--- src/hw/rtl/pcp_pkg.sv ---
package pcp_pkg;

    localparam int CountW = 16;

    typedef logic [CountW-1:0] count_t;

    localparam count_t CountMax = '1;

    localparam logic [7:0] ChNine   = "9";
    localparam logic [7:0] ChZero   = "0";
    localparam logic [7:0] ChX      = "X";
    localparam logic [7:0] ChA      = "A";
    localparam logic [7:0] ChS      = "S";
    localparam logic [7:0] ChV      = "V";
    localparam logic [7:0] ChZ      = "Z";
    localparam logic [7:0] ChStar   = "*";
    localparam logic [7:0] ChPlus   = "+";
    localparam logic [7:0] ChMinus  = "-";
    localparam logic [7:0] ChComma  = ",";
    localparam logic [7:0] ChPeriod = ".";
    localparam logic [7:0] ChSlash  = "/";
    localparam logic [7:0] ChOpen   = "(";
    localparam logic [7:0] ChClose  = ")";
    localparam logic [7:0] ChLowA   = "a";
    localparam logic [7:0] ChLowZ   = "z";
    localparam logic [7:0] CaseGap  = 8'h20;

    typedef enum logic [2:0] {
        SYM_NINE,
        SYM_X,
        SYM_A,
        SYM_S,
        SYM_V,
        SYM_EDIT,
        SYM_OTHER
    } sym_t;

    typedef enum logic [1:0] {
        CLASS_ALNUM   = 2'd0,
        CLASS_NUMERIC = 2'd1,
        CLASS_ALPHA   = 2'd2,
        CLASS_EDITED  = 2'd3
    } class_t;

    typedef struct packed {
        class_t pic_class;
        count_t digits;
        count_t scale;
        logic   sign_seen;
        logic   after_point;
    } acc_t;

    localparam acc_t AccReset = '{
        pic_class:   CLASS_ALNUM,
        digits:      '0,
        scale:       '0,
        sign_seen:   1'b0,
        after_point: 1'b0
    };

    function automatic count_t sat_add(input count_t a, input count_t b);
        logic [CountW:0] s;
        s = {1'b0, a} + {1'b0, b};
        return s[CountW] ? CountMax : s[CountW-1:0];
    endfunction

    function automatic sym_t classify(input logic [7:0] c);
        sym_t k;
        case (c)
            ChNine:  k = SYM_NINE;
            ChX:     k = SYM_X;
            ChA:     k = SYM_A;
            ChS:     k = SYM_S;
            ChV:     k = SYM_V;
            ChZ, ChStar, ChPlus, ChMinus, ChComma, ChPeriod, ChSlash:
                     k = SYM_EDIT;
            default: k = SYM_OTHER;
        endcase
        return k;
    endfunction

    function automatic acc_t apply_sym(input acc_t a, input sym_t k, input count_t n);
        acc_t r;
        r = a;
        case (k)
            SYM_NINE:
            begin
                r.pic_class = CLASS_NUMERIC;
                if (a.after_point)
                    r.scale = sat_add(a.scale, n);
                else
                    r.digits = sat_add(a.digits, n);
            end
            SYM_X:
            begin
                r.pic_class = CLASS_ALNUM;
                r.digits    = sat_add(a.digits, n);
            end
            SYM_A:
            begin
                r.pic_class = CLASS_ALPHA;
                r.digits    = sat_add(a.digits, n);
            end
            SYM_S:    r.sign_seen   = 1'b1;
            SYM_V:    r.after_point = 1'b1;
            SYM_EDIT:
            begin
                r.pic_class = CLASS_EDITED;
                r.digits    = sat_add(a.digits, n);
            end
            default:  r = a;
        endcase
        return r;
    endfunction

endpackage

--- src/hw/rtl/picture_clause_parser_top.sv ---
// Channel  | Handshake             | Payload
// ---------+-----------------------+------------------------------------------------
// input    | sym_valid / sym_ready | symbol_char[7:0], last_char
// result   | res_valid / res_ready | pic_class[1:0], digit_count[15:0],
//          |                       | scale_count[15:0], has_sign, total_size[15:0]
//
// One character is taken per cycle while sym_ready is high; the parse state updates in the same cycle.
// A result appears in the output register in the cycle after its last character is taken.
// Characters that are not last are taken even while a result waits; a last
// character waits only while the output register is full and not being taken.
// rst_n clears the parse state and the output valid flag at once.
module picture_clause_parser_top (
    input  logic                 clk,
    input  logic                 rst_n,
    input  logic                 sym_valid,
    output logic                 sym_ready,
    input  logic [7:0]           symbol_char,
    input  logic                 last_char,
    output logic                 res_valid,
    input  logic                 res_ready,
    output logic [1:0]           pic_class,
    output pcp_pkg::count_t      digit_count,
    output pcp_pkg::count_t      scale_count,
    output logic                 has_sign,
    output pcp_pkg::count_t      total_size
);

    pcp_pkg::acc_t   acc_reg, acc_next;
    pcp_pkg::sym_t   pend_reg, pend_next;
    logic            pend_valid_reg, pend_valid_next;
    logic            in_rep_reg, in_rep_next;
    pcp_pkg::count_t rep_reg, rep_next;

    logic            res_valid_reg;
    pcp_pkg::acc_t   res_acc_reg, res_acc_next;

    logic            take;
    logic [7:0]      c_up;
    logic            is_digit;
    logic [pcp_pkg::CountW+3:0] rep_mul;
    pcp_pkg::count_t rep_sat;
    pcp_pkg::count_t final_n;

    assign sym_ready = !res_valid_reg || res_ready || !last_char;
    assign take      = sym_valid && sym_ready;

    always_comb
    begin
        c_up = symbol_char;
        if (symbol_char >= pcp_pkg::ChLowA && symbol_char <= pcp_pkg::ChLowZ)
            c_up = symbol_char - pcp_pkg::CaseGap;
    end

    assign is_digit = (c_up >= pcp_pkg::ChZero) && (c_up <= pcp_pkg::ChNine);

    // Repeat count times ten plus the new digit, done as two shifts and adds.
    always_comb
    begin
        rep_mul = ({4'b0, rep_reg} << 3) + ({4'b0, rep_reg} << 1)
                + {{pcp_pkg::CountW{1'b0}}, c_up[3:0] - pcp_pkg::ChZero[3:0]};
        rep_sat = (|rep_mul[pcp_pkg::CountW+3:pcp_pkg::CountW]) ? pcp_pkg::CountMax
                                                                 : rep_mul[pcp_pkg::CountW-1:0];
    end

    always_comb
    begin
        acc_next        = acc_reg;
        pend_next       = pend_reg;
        pend_valid_next = pend_valid_reg;
        in_rep_next     = in_rep_reg;
        rep_next        = rep_reg;
        res_acc_next    = acc_reg;
        final_n         = '0;

        if (in_rep_reg)
        begin
            if (is_digit)
                rep_next = rep_sat;
            else
            begin
                if (pend_valid_reg)
                    acc_next = pcp_pkg::apply_sym(acc_reg, pend_reg, rep_reg);
                pend_valid_next = 1'b0;
                in_rep_next     = 1'b0;
                rep_next        = '0;
                if (c_up != pcp_pkg::ChClose)
                begin
                    pend_next       = pcp_pkg::classify(c_up);
                    pend_valid_next = 1'b1;
                end
            end
        end
        else if (c_up == pcp_pkg::ChOpen && pend_valid_reg)
        begin
            in_rep_next = 1'b1;
            rep_next    = '0;
        end
        else
        begin
            if (pend_valid_reg)
                acc_next = pcp_pkg::apply_sym(acc_reg, pend_reg, pcp_pkg::count_t'(1));
            pend_next       = pcp_pkg::classify(c_up);
            pend_valid_next = 1'b1;
        end

        // The last character flushes the pending symbol and restarts the parse.
        if (last_char)
        begin
            final_n      = in_rep_next ? rep_next : pcp_pkg::count_t'(1);
            res_acc_next = pend_valid_next
                         ? pcp_pkg::apply_sym(acc_next, pend_next, final_n) : acc_next;
            acc_next        = pcp_pkg::AccReset;
            pend_valid_next = 1'b0;
            in_rep_next     = 1'b0;
            rep_next        = '0;
        end
    end

    always_ff @(posedge clk or negedge rst_n)
    begin
        if (!rst_n)
        begin
            acc_reg        <= pcp_pkg::AccReset;
            pend_valid_reg <= 1'b0;
            in_rep_reg     <= 1'b0;
            rep_reg        <= '0;
        end
        else if (take)
        begin
            acc_reg        <= acc_next;
            pend_valid_reg <= pend_valid_next;
            in_rep_reg     <= in_rep_next;
            rep_reg        <= rep_next;
        end
    end

    always_ff @(posedge clk)
    begin
        if (take)
            pend_reg <= pend_next;
        if (take && last_char)
            res_acc_reg <= res_acc_next;
    end

    always_ff @(posedge clk or negedge rst_n)
    begin
        if (!rst_n)
            res_valid_reg <= 1'b0;
        else if (take && last_char)
            res_valid_reg <= 1'b1;
        else if (res_ready)
            res_valid_reg <= 1'b0;
    end

    assign res_valid   = res_valid_reg;
    assign pic_class   = res_acc_reg.pic_class;
    assign digit_count = res_acc_reg.digits;
    assign scale_count = res_acc_reg.scale;
    assign has_sign    = res_acc_reg.sign_seen;
    assign total_size  = pcp_pkg::sat_add(res_acc_reg.digits,
                                          pcp_pkg::count_t'(res_acc_reg.sign_seen));

`ifndef SYNTHESIS
    a_last_gives_result: assert property (@(posedge clk) disable iff (!rst_n)
        (take && last_char) |=> res_valid)
        else $error("last character did not produce a result");

    a_last_clears_state: assert property (@(posedge clk) disable iff (!rst_n)
        (take && last_char) |=> (!pend_valid_reg && !in_rep_reg && rep_reg == '0))
        else $error("parse state not cleared after last character");

    a_repeat_has_symbol: assert property (@(posedge clk) disable iff (!rst_n)
        in_rep_reg |-> pend_valid_reg)
        else $error("repeat count open without a pending symbol");

    a_size_covers_digits: assert property (@(posedge clk) disable iff (!rst_n)
        res_valid |-> (total_size >= digit_count))
        else $error("total size below digit count");
`endif

endmodule

--- config.mk ---
export PLATFORM = sky130hd
export DESIGN_NAME = picture_clause_parser_top
export DESIGN_NICKNAME = d
export VERILOG_FILES = /design/src/hw/rtl/pcp_pkg.sv /design/src/hw/rtl/picture_clause_parser_top.sv
export SDC_FILE = /design/constraint.sdc
export NUM_CORES = 1
export LEC_CHECK = 0
export ABC_AREA = 1
export ABC_CLOCK_PERIOD_IN_PS = 5500
export BUFFER_PORTS_ARGS = -buffer_cell sky130_fd_sc_hd__buf_2
export CORE_MARGIN = 2
export CORE_UTILIZATION = 35
export CTS_BUF_LIST = sky130_fd_sc_hd__clkbuf_4 sky130_fd_sc_hd__clkbuf_8 sky130_fd_sc_hd__clkbuf_16
export CTS_CLUSTER_DIAMETER = 30
export DETAILED_ROUTE_END_ITERATION = 12
export PLACE_DENSITY = 0.56
export SLEW_MARGIN = 20
export SYNTH_ARGS = -nofsm -noshare
export SYNTH_HDL_FRONTEND = slang
export SYNTH_SLANG_ARGS = --single-unit
--- constraint.sdc ---
create_clock -name clk -period 5.5 [get_ports clk]
set_clock_uncertainty 0.15 [all_clocks]
set_input_delay 0.825 -clock clk [delete_from_list [all_inputs] [get_ports clk]]
set_output_delay 0.825 -clock clk [all_outputs]
set_load 0.05 [all_outputs]
**After elaboration in Yosys (flattened, before gate mapping)**

Cells that the tools add are included.

- Bits of input ports: 13
- Flip-flop bits (word level): 93
- Word-level logic and storage cells: 120
- Output and inout port bits: 53

- Add/sub/neg operators: 10
- Reductions and logical operators: 14
- Eq/ne operators: 24
- Mux-type cells: 54
- Magnitude comparators: 4

Operators with widths:

| cell | count |
|---|---|
| 2-to-1 mux 16 bit | 22 |
| 2-to-1 mux 36 bit | 8 |
| one-hot mux 18 bit (4 select lines) | 3 |
| adder 16 x 16 -> 17 bit | 4 |
| equality test 8 x 6 -> 1 bit (second input constant) | 8 |
| equality test 8 x 7 -> 1 bit (second input constant) | 5 |
| adder 16 x 1 -> 17 bit (second input constant) | 2 |
| adder 19 x 17 -> 20 bit | 1 |
| adder 20 x 4 -> 20 bit | 1 |
| one-hot mux 3 bit (6 select lines) | 1 |
| adder 16 x 1 -> 17 bit | 1 |
| 2-to-1 mux 1 bit | 15 |
| equality test 3 x 2 -> 1 bit (second input constant) | 4 |
| equality test 3 bit (second input constant) | 4 |
| 2-to-1 mux 3 bit | 4 |
| greater-or-equal comparator 8 x 6 -> 1 bit (second input constant) | 1 |
| greater-or-equal comparator 8 x 7 -> 1 bit (second input constant) | 1 |
| less-or-equal comparator 8 x 6 -> 1 bit (second input constant) | 1 |
| less-or-equal comparator 8 x 7 -> 1 bit (second input constant) | 1 |
| 2-to-1 mux 8 bit | 1 |
| != test 8 x 6 -> 1 bit (second input constant) | 1 |
| subtractor 8 x 6 -> 8 bit (second input constant) | 1 |
| OR reduction 7 bit | 1 |
| equality test 3 x 1 -> 1 bit (second input constant) | 2 |
| other kinds (6) | 13 |

**Logic depth before layout (Yosys ltp)**

- Depth after elaboration: 15
- Depth in mapped cells: 33
- Mapped depth without buffers: 33

**Worst setup path before layout**

No wires, ideal clock.

- Kind: input port to flip-flop
- Start point: in symbol_char[3]
- End point: reg res_acc_reg, in the netlist digit_count[15], data pin
- Data required time: 5.093 ns
- Path buffers: 1
- Path slack: 0.448 ns
- Stages on the path: 29
- Setup time: 0.257 ns
- Data arrival time: 4.645 ns
- Cells stage by stage: fa_1 inv_1 fa_1 inv_1 nand3_1 nand3_1 nand2_1 nand2_1 nand2_1 nand3_1 nand2_1 nor2_1 nand2_1 inv_1 clkbuf_1 nand2_1 nand2_1 inv_1 ha_1 nand2_1 inv_1 a21oi_1 nor2_1 a2111oi_0 nand2_1 nand2_1 nand3_1 nand2_1 a21oi_1

RTL lines:

| item | RTL line | source |
|---|---|---|
| start: declaration | picture_clause_parser_top.sv:17 | `input logic [7:0] symbol_char,` |
| end signal: assignment | picture_clause_parser_top.sv:142 | `res_acc_reg <= res_acc_next;` |
| end: declaration | picture_clause_parser_top.sv:35 | `pcp_pkg::acc_t res_acc_reg, res_acc_next;` |

==> summary.md <==
| Metric | Value |
|---|---|
| Status | finished, final reports clean |
| H-tree depth | 3 |
| Int Power | 1.21 mW |
| DIE WIDTH | 188 um |
| Routing usage on met3 | 4.04% |
| Met1 GRT Util | 36.1% |
| Ys async rst share | 59.1% |
| Slowest CP cell | dfrtp_1 |
| Pin count of the biggest net entering global routing | 56 |
| Global-route wire length before repair | 71400 um |
| Share of layout cells above drive strength 1 | 10.9% |
| Die ar. | 35500 um^2 |
| Max transition margin | 44.0% |
| Routability cong. | 0.965 |
| Power per Cell Area | 136 nW/um^2 |
| Synth unique cells | 62 |
| Port bufs | 65 |
| Leakage | 7.09 nW |
| RR Endpoint | digit_count[6]$_DFFE_PP_ |
| Worst setup endpoint | digit_count[6]$_DFFE_PP_ |
| Final period util | 93.7% |
| Max-cap violations | 0 |
| CP startpoint | rep_reg[0]$_DFFE_PN0P_ |
| Routed WL | 45900 um |
| Wire length per cell | 18.5 um |
| Top post-synthesis cells by area | nand2_1 (16%), dfrtp_1 (12%), ha_1 (10%) |
| Most common cell in the netlist | nand2_1 |
| Slowest Stage Delay on Critical Path | 540 ps |
| DR vias/cell | 5.45 |
| Vias in the first global route | 12700 |
| Logic pwr share | 21.1% |
| Hold Violations, Final | 0 |
| Iteration-0 DRC Markers | 1286 |
| GRT busiest layer | met2 |
| Post-CTS Setup Repair Bufs | 0 |
| Remaining DRCs | 0 |
| Largest fanout on the critical path | 10 |
| Net Switching | 0.633 mW |
| Endpoints failing setup | 0 |
| Hold Crit Class | register to register |
| Reg clk slew, reported paths | 80 ps |
| WP data required | 5460 ps |
| Reg2reg start | rep_reg[0]$_DFFE_PN0P_ |
| Placed standard-cell area | 13200 um^2 |
| RSZ-0062 raised after global routing | false |
| Max FFs per register | 36 |
| Syn_area_per_cell | 6.22 um^2 |
| Synth Register Bits | 93 |
| Crit Path Class | register to register |
| TritonCTS clock tree | done |
| Switch share | 34.4% |
| Tot GR Track Use | 25.8% |
| Post-synth top cells | nand2_1 (520), inv_1 (267), nand3_1 (152), a21oi_1 (139), o21ai_0 (139) |
| Net count, final | 2134 |
| CTS root buffer | clkbuf_16 |
| Share of the yosys chip area belonging to registers | 21.2% |
| Row Count | 67 |
| Worst setup SP type | register |
| Synthesis-to-finish area growth | 13.6% |
| Via count | 13500 |
| Final Critical Period | 5150 ps |
| Slew Limit Fails | 0 |
| Overflow after GRT | 0 |
| CP Capture Type | register |
| Synthesized area | 11900 um^2 |
| Synth Flop Type | dfrtp_1 |
| Share of power burned in registers | 41.7% |
| First-pass DRT Iterations | 6 |
| EDFF count, synth | 38 |
| Hold path start | res_valid$_DFFE_PN0P_ |
| Most frequent CP cell | nand2_1 |
| Reg2reg path depth | 28 |
| Measured slew at the worst slew-check pin | 841 ps |
| Arr. time, crit path | 5110 ps |
| Die Y | 188 um |
| Cells after Synth | 1913 |
| Starting density of the core | 35.5% |
| Worst skew pair latency | 370 ps |
| Final ANT Viol Nets | 0 |
| Max clock buf depth | 2 |
| Fill count | 3629 |
| Reg-to-reg slack, setup | 350 ps |
| Share of the synthesized area in the top cell type | 16.4% |
| Max Freq | 194 MHz |
| Final instance area | 13500 um^2 |
| Core area | 33500 um^2 |
| Setup ws final | 349 ps |
| # IOs | 66 |
| Hold Slack | 349 ps |
| Max IR drop VDD | 0.119 mV |
| Syn_nets | 2026 |
| Clock power frac | 37.1% |
| Post_cts resized | 0 |
| Hold buffers post-CTS | 0 |
| Pre-CTS WS | -89.0 ps |
| Post-synth top area cell | nand2_1 |
| Sink Count | 93 |
| Number of synthesis warnings | 0 |
| Antenna Cells | 0 |
| Initial antenna violation count | 0 |
| Post-DP HPWL | 36800 um |
| Num CTS Buffers | 9 |
| Met2 Track Usage GR | 40.1% |
-- cell type report --
cell class | count | area [um^2] | area share, %
multi-input combinational | 1487 | 8100 | 59.9
sequential | 93 | 2520 | 18.6
inverter | 279 | 1050 | 7.75
timing repair buffer | 151 | 987 | 7.31
tap | 448 | 561 | 4.15
clock buffer | 10 | 233 | 1.72
clock inverter | 6 | 70.1 | 0.519
-- placed cells by master, fill, tap and decap left out, drive strengths merged, types with 10 or more instances in the layout --
| cell | n |
|---|---|
| o22ai | 37 |
| edfxtp | 38 |
| nand4 | 32 |
| a21oi | 140 |
| buf | 151 |
| o21ai | 163 |
| ha | 96 |
| nor2 | 131 |
| dfrtp | 55 |
| xnor2 | 21 |
| inv | 279 |
| xor2 | 32 |
| clkbuf | 10 |
| nand2 | 530 |
| or2 | 11 |
| o211ai | 20 |
| nand3 | 157 |
| a31oi | 18 |
| nor3 | 29 |
-- worst max-delay path, delay by kind of cell (launching register included) --
family,cells,cell delay [ps]
and+or+nand+nor,15,1930
adders and majority gates,4,1110
buffers and inverters,4,580
AOI/OAI and AO/OA,5,570
DFF,1,540
-- routing by layer --
metal  part of all wire [%]  vias to the layer above
li1                       -                     6643
met1                     47                     6224
met2                     43                      539
met3                    7.2                       71
met4                    3.5                        0
met5                      0                        -
-- worst min-delay path by stage --
stage | depth (start not counted) | end
final | 2 | res_valid$_DFFE_PN0P_
after detailed placement | 2 | res_valid$_DFFE_PN0P_
after global placement | 2 | res_valid$_DFFE_PN0P_
after global routing | 2 | res_valid$_DFFE_PN0P_
after CTS | 2 | res_valid$_DFFE_PN0P_
after floorplan | 2 | has_sign$_DFFE_PP_
-- cell families after synthesis --
| family | synth area share [%] |
|---|---|
| and+or+nand+nor | 33.2 |
| adders and majority gates | 10.8 |
| xor gates and xnor gates | 3.90 |
| buffers and inverters | 10.8 |
| DFF | 21.2 |
| AOI/OAI and AO/OA | 20.1 |
-- power groups by stage --
| stage | Clock, mW | Combinational [mW] | Sequential, mW |
|---|---|---|---|
| 4_1_cts | 0.691 | 0.384 | 0.768 |
| 5_1_grt | 0.719 | 0.424 | 0.772 |
| 3_3_place_gp | 0 | 0.382 | 0.782 |
| 3_5_place_dp | 0 | 0.382 | 0.782 |
| 2_1_floorplan | 0 | 0.214 | 0.823 |
| 6_report | 0.684 | 0.390 | 0.769 |
-- stage by stage --
step | setup TNS [ps] | util (%) | total power, mW | cells
after detailed placement | -258 | 39.4 | 1.16 | 2458
final | 0 | 40.3 | 1.84 | 2474
after global placement | -229 | 39.4 | 1.16 | 2458
after CTS | 0 | 40.3 | 1.84 | 2474
after global routing | 0 | 40.3 | 1.91 | 2474
after floorplan | 0 | - | 1.04 | 1913
Power figures use the tool's default switching activity.
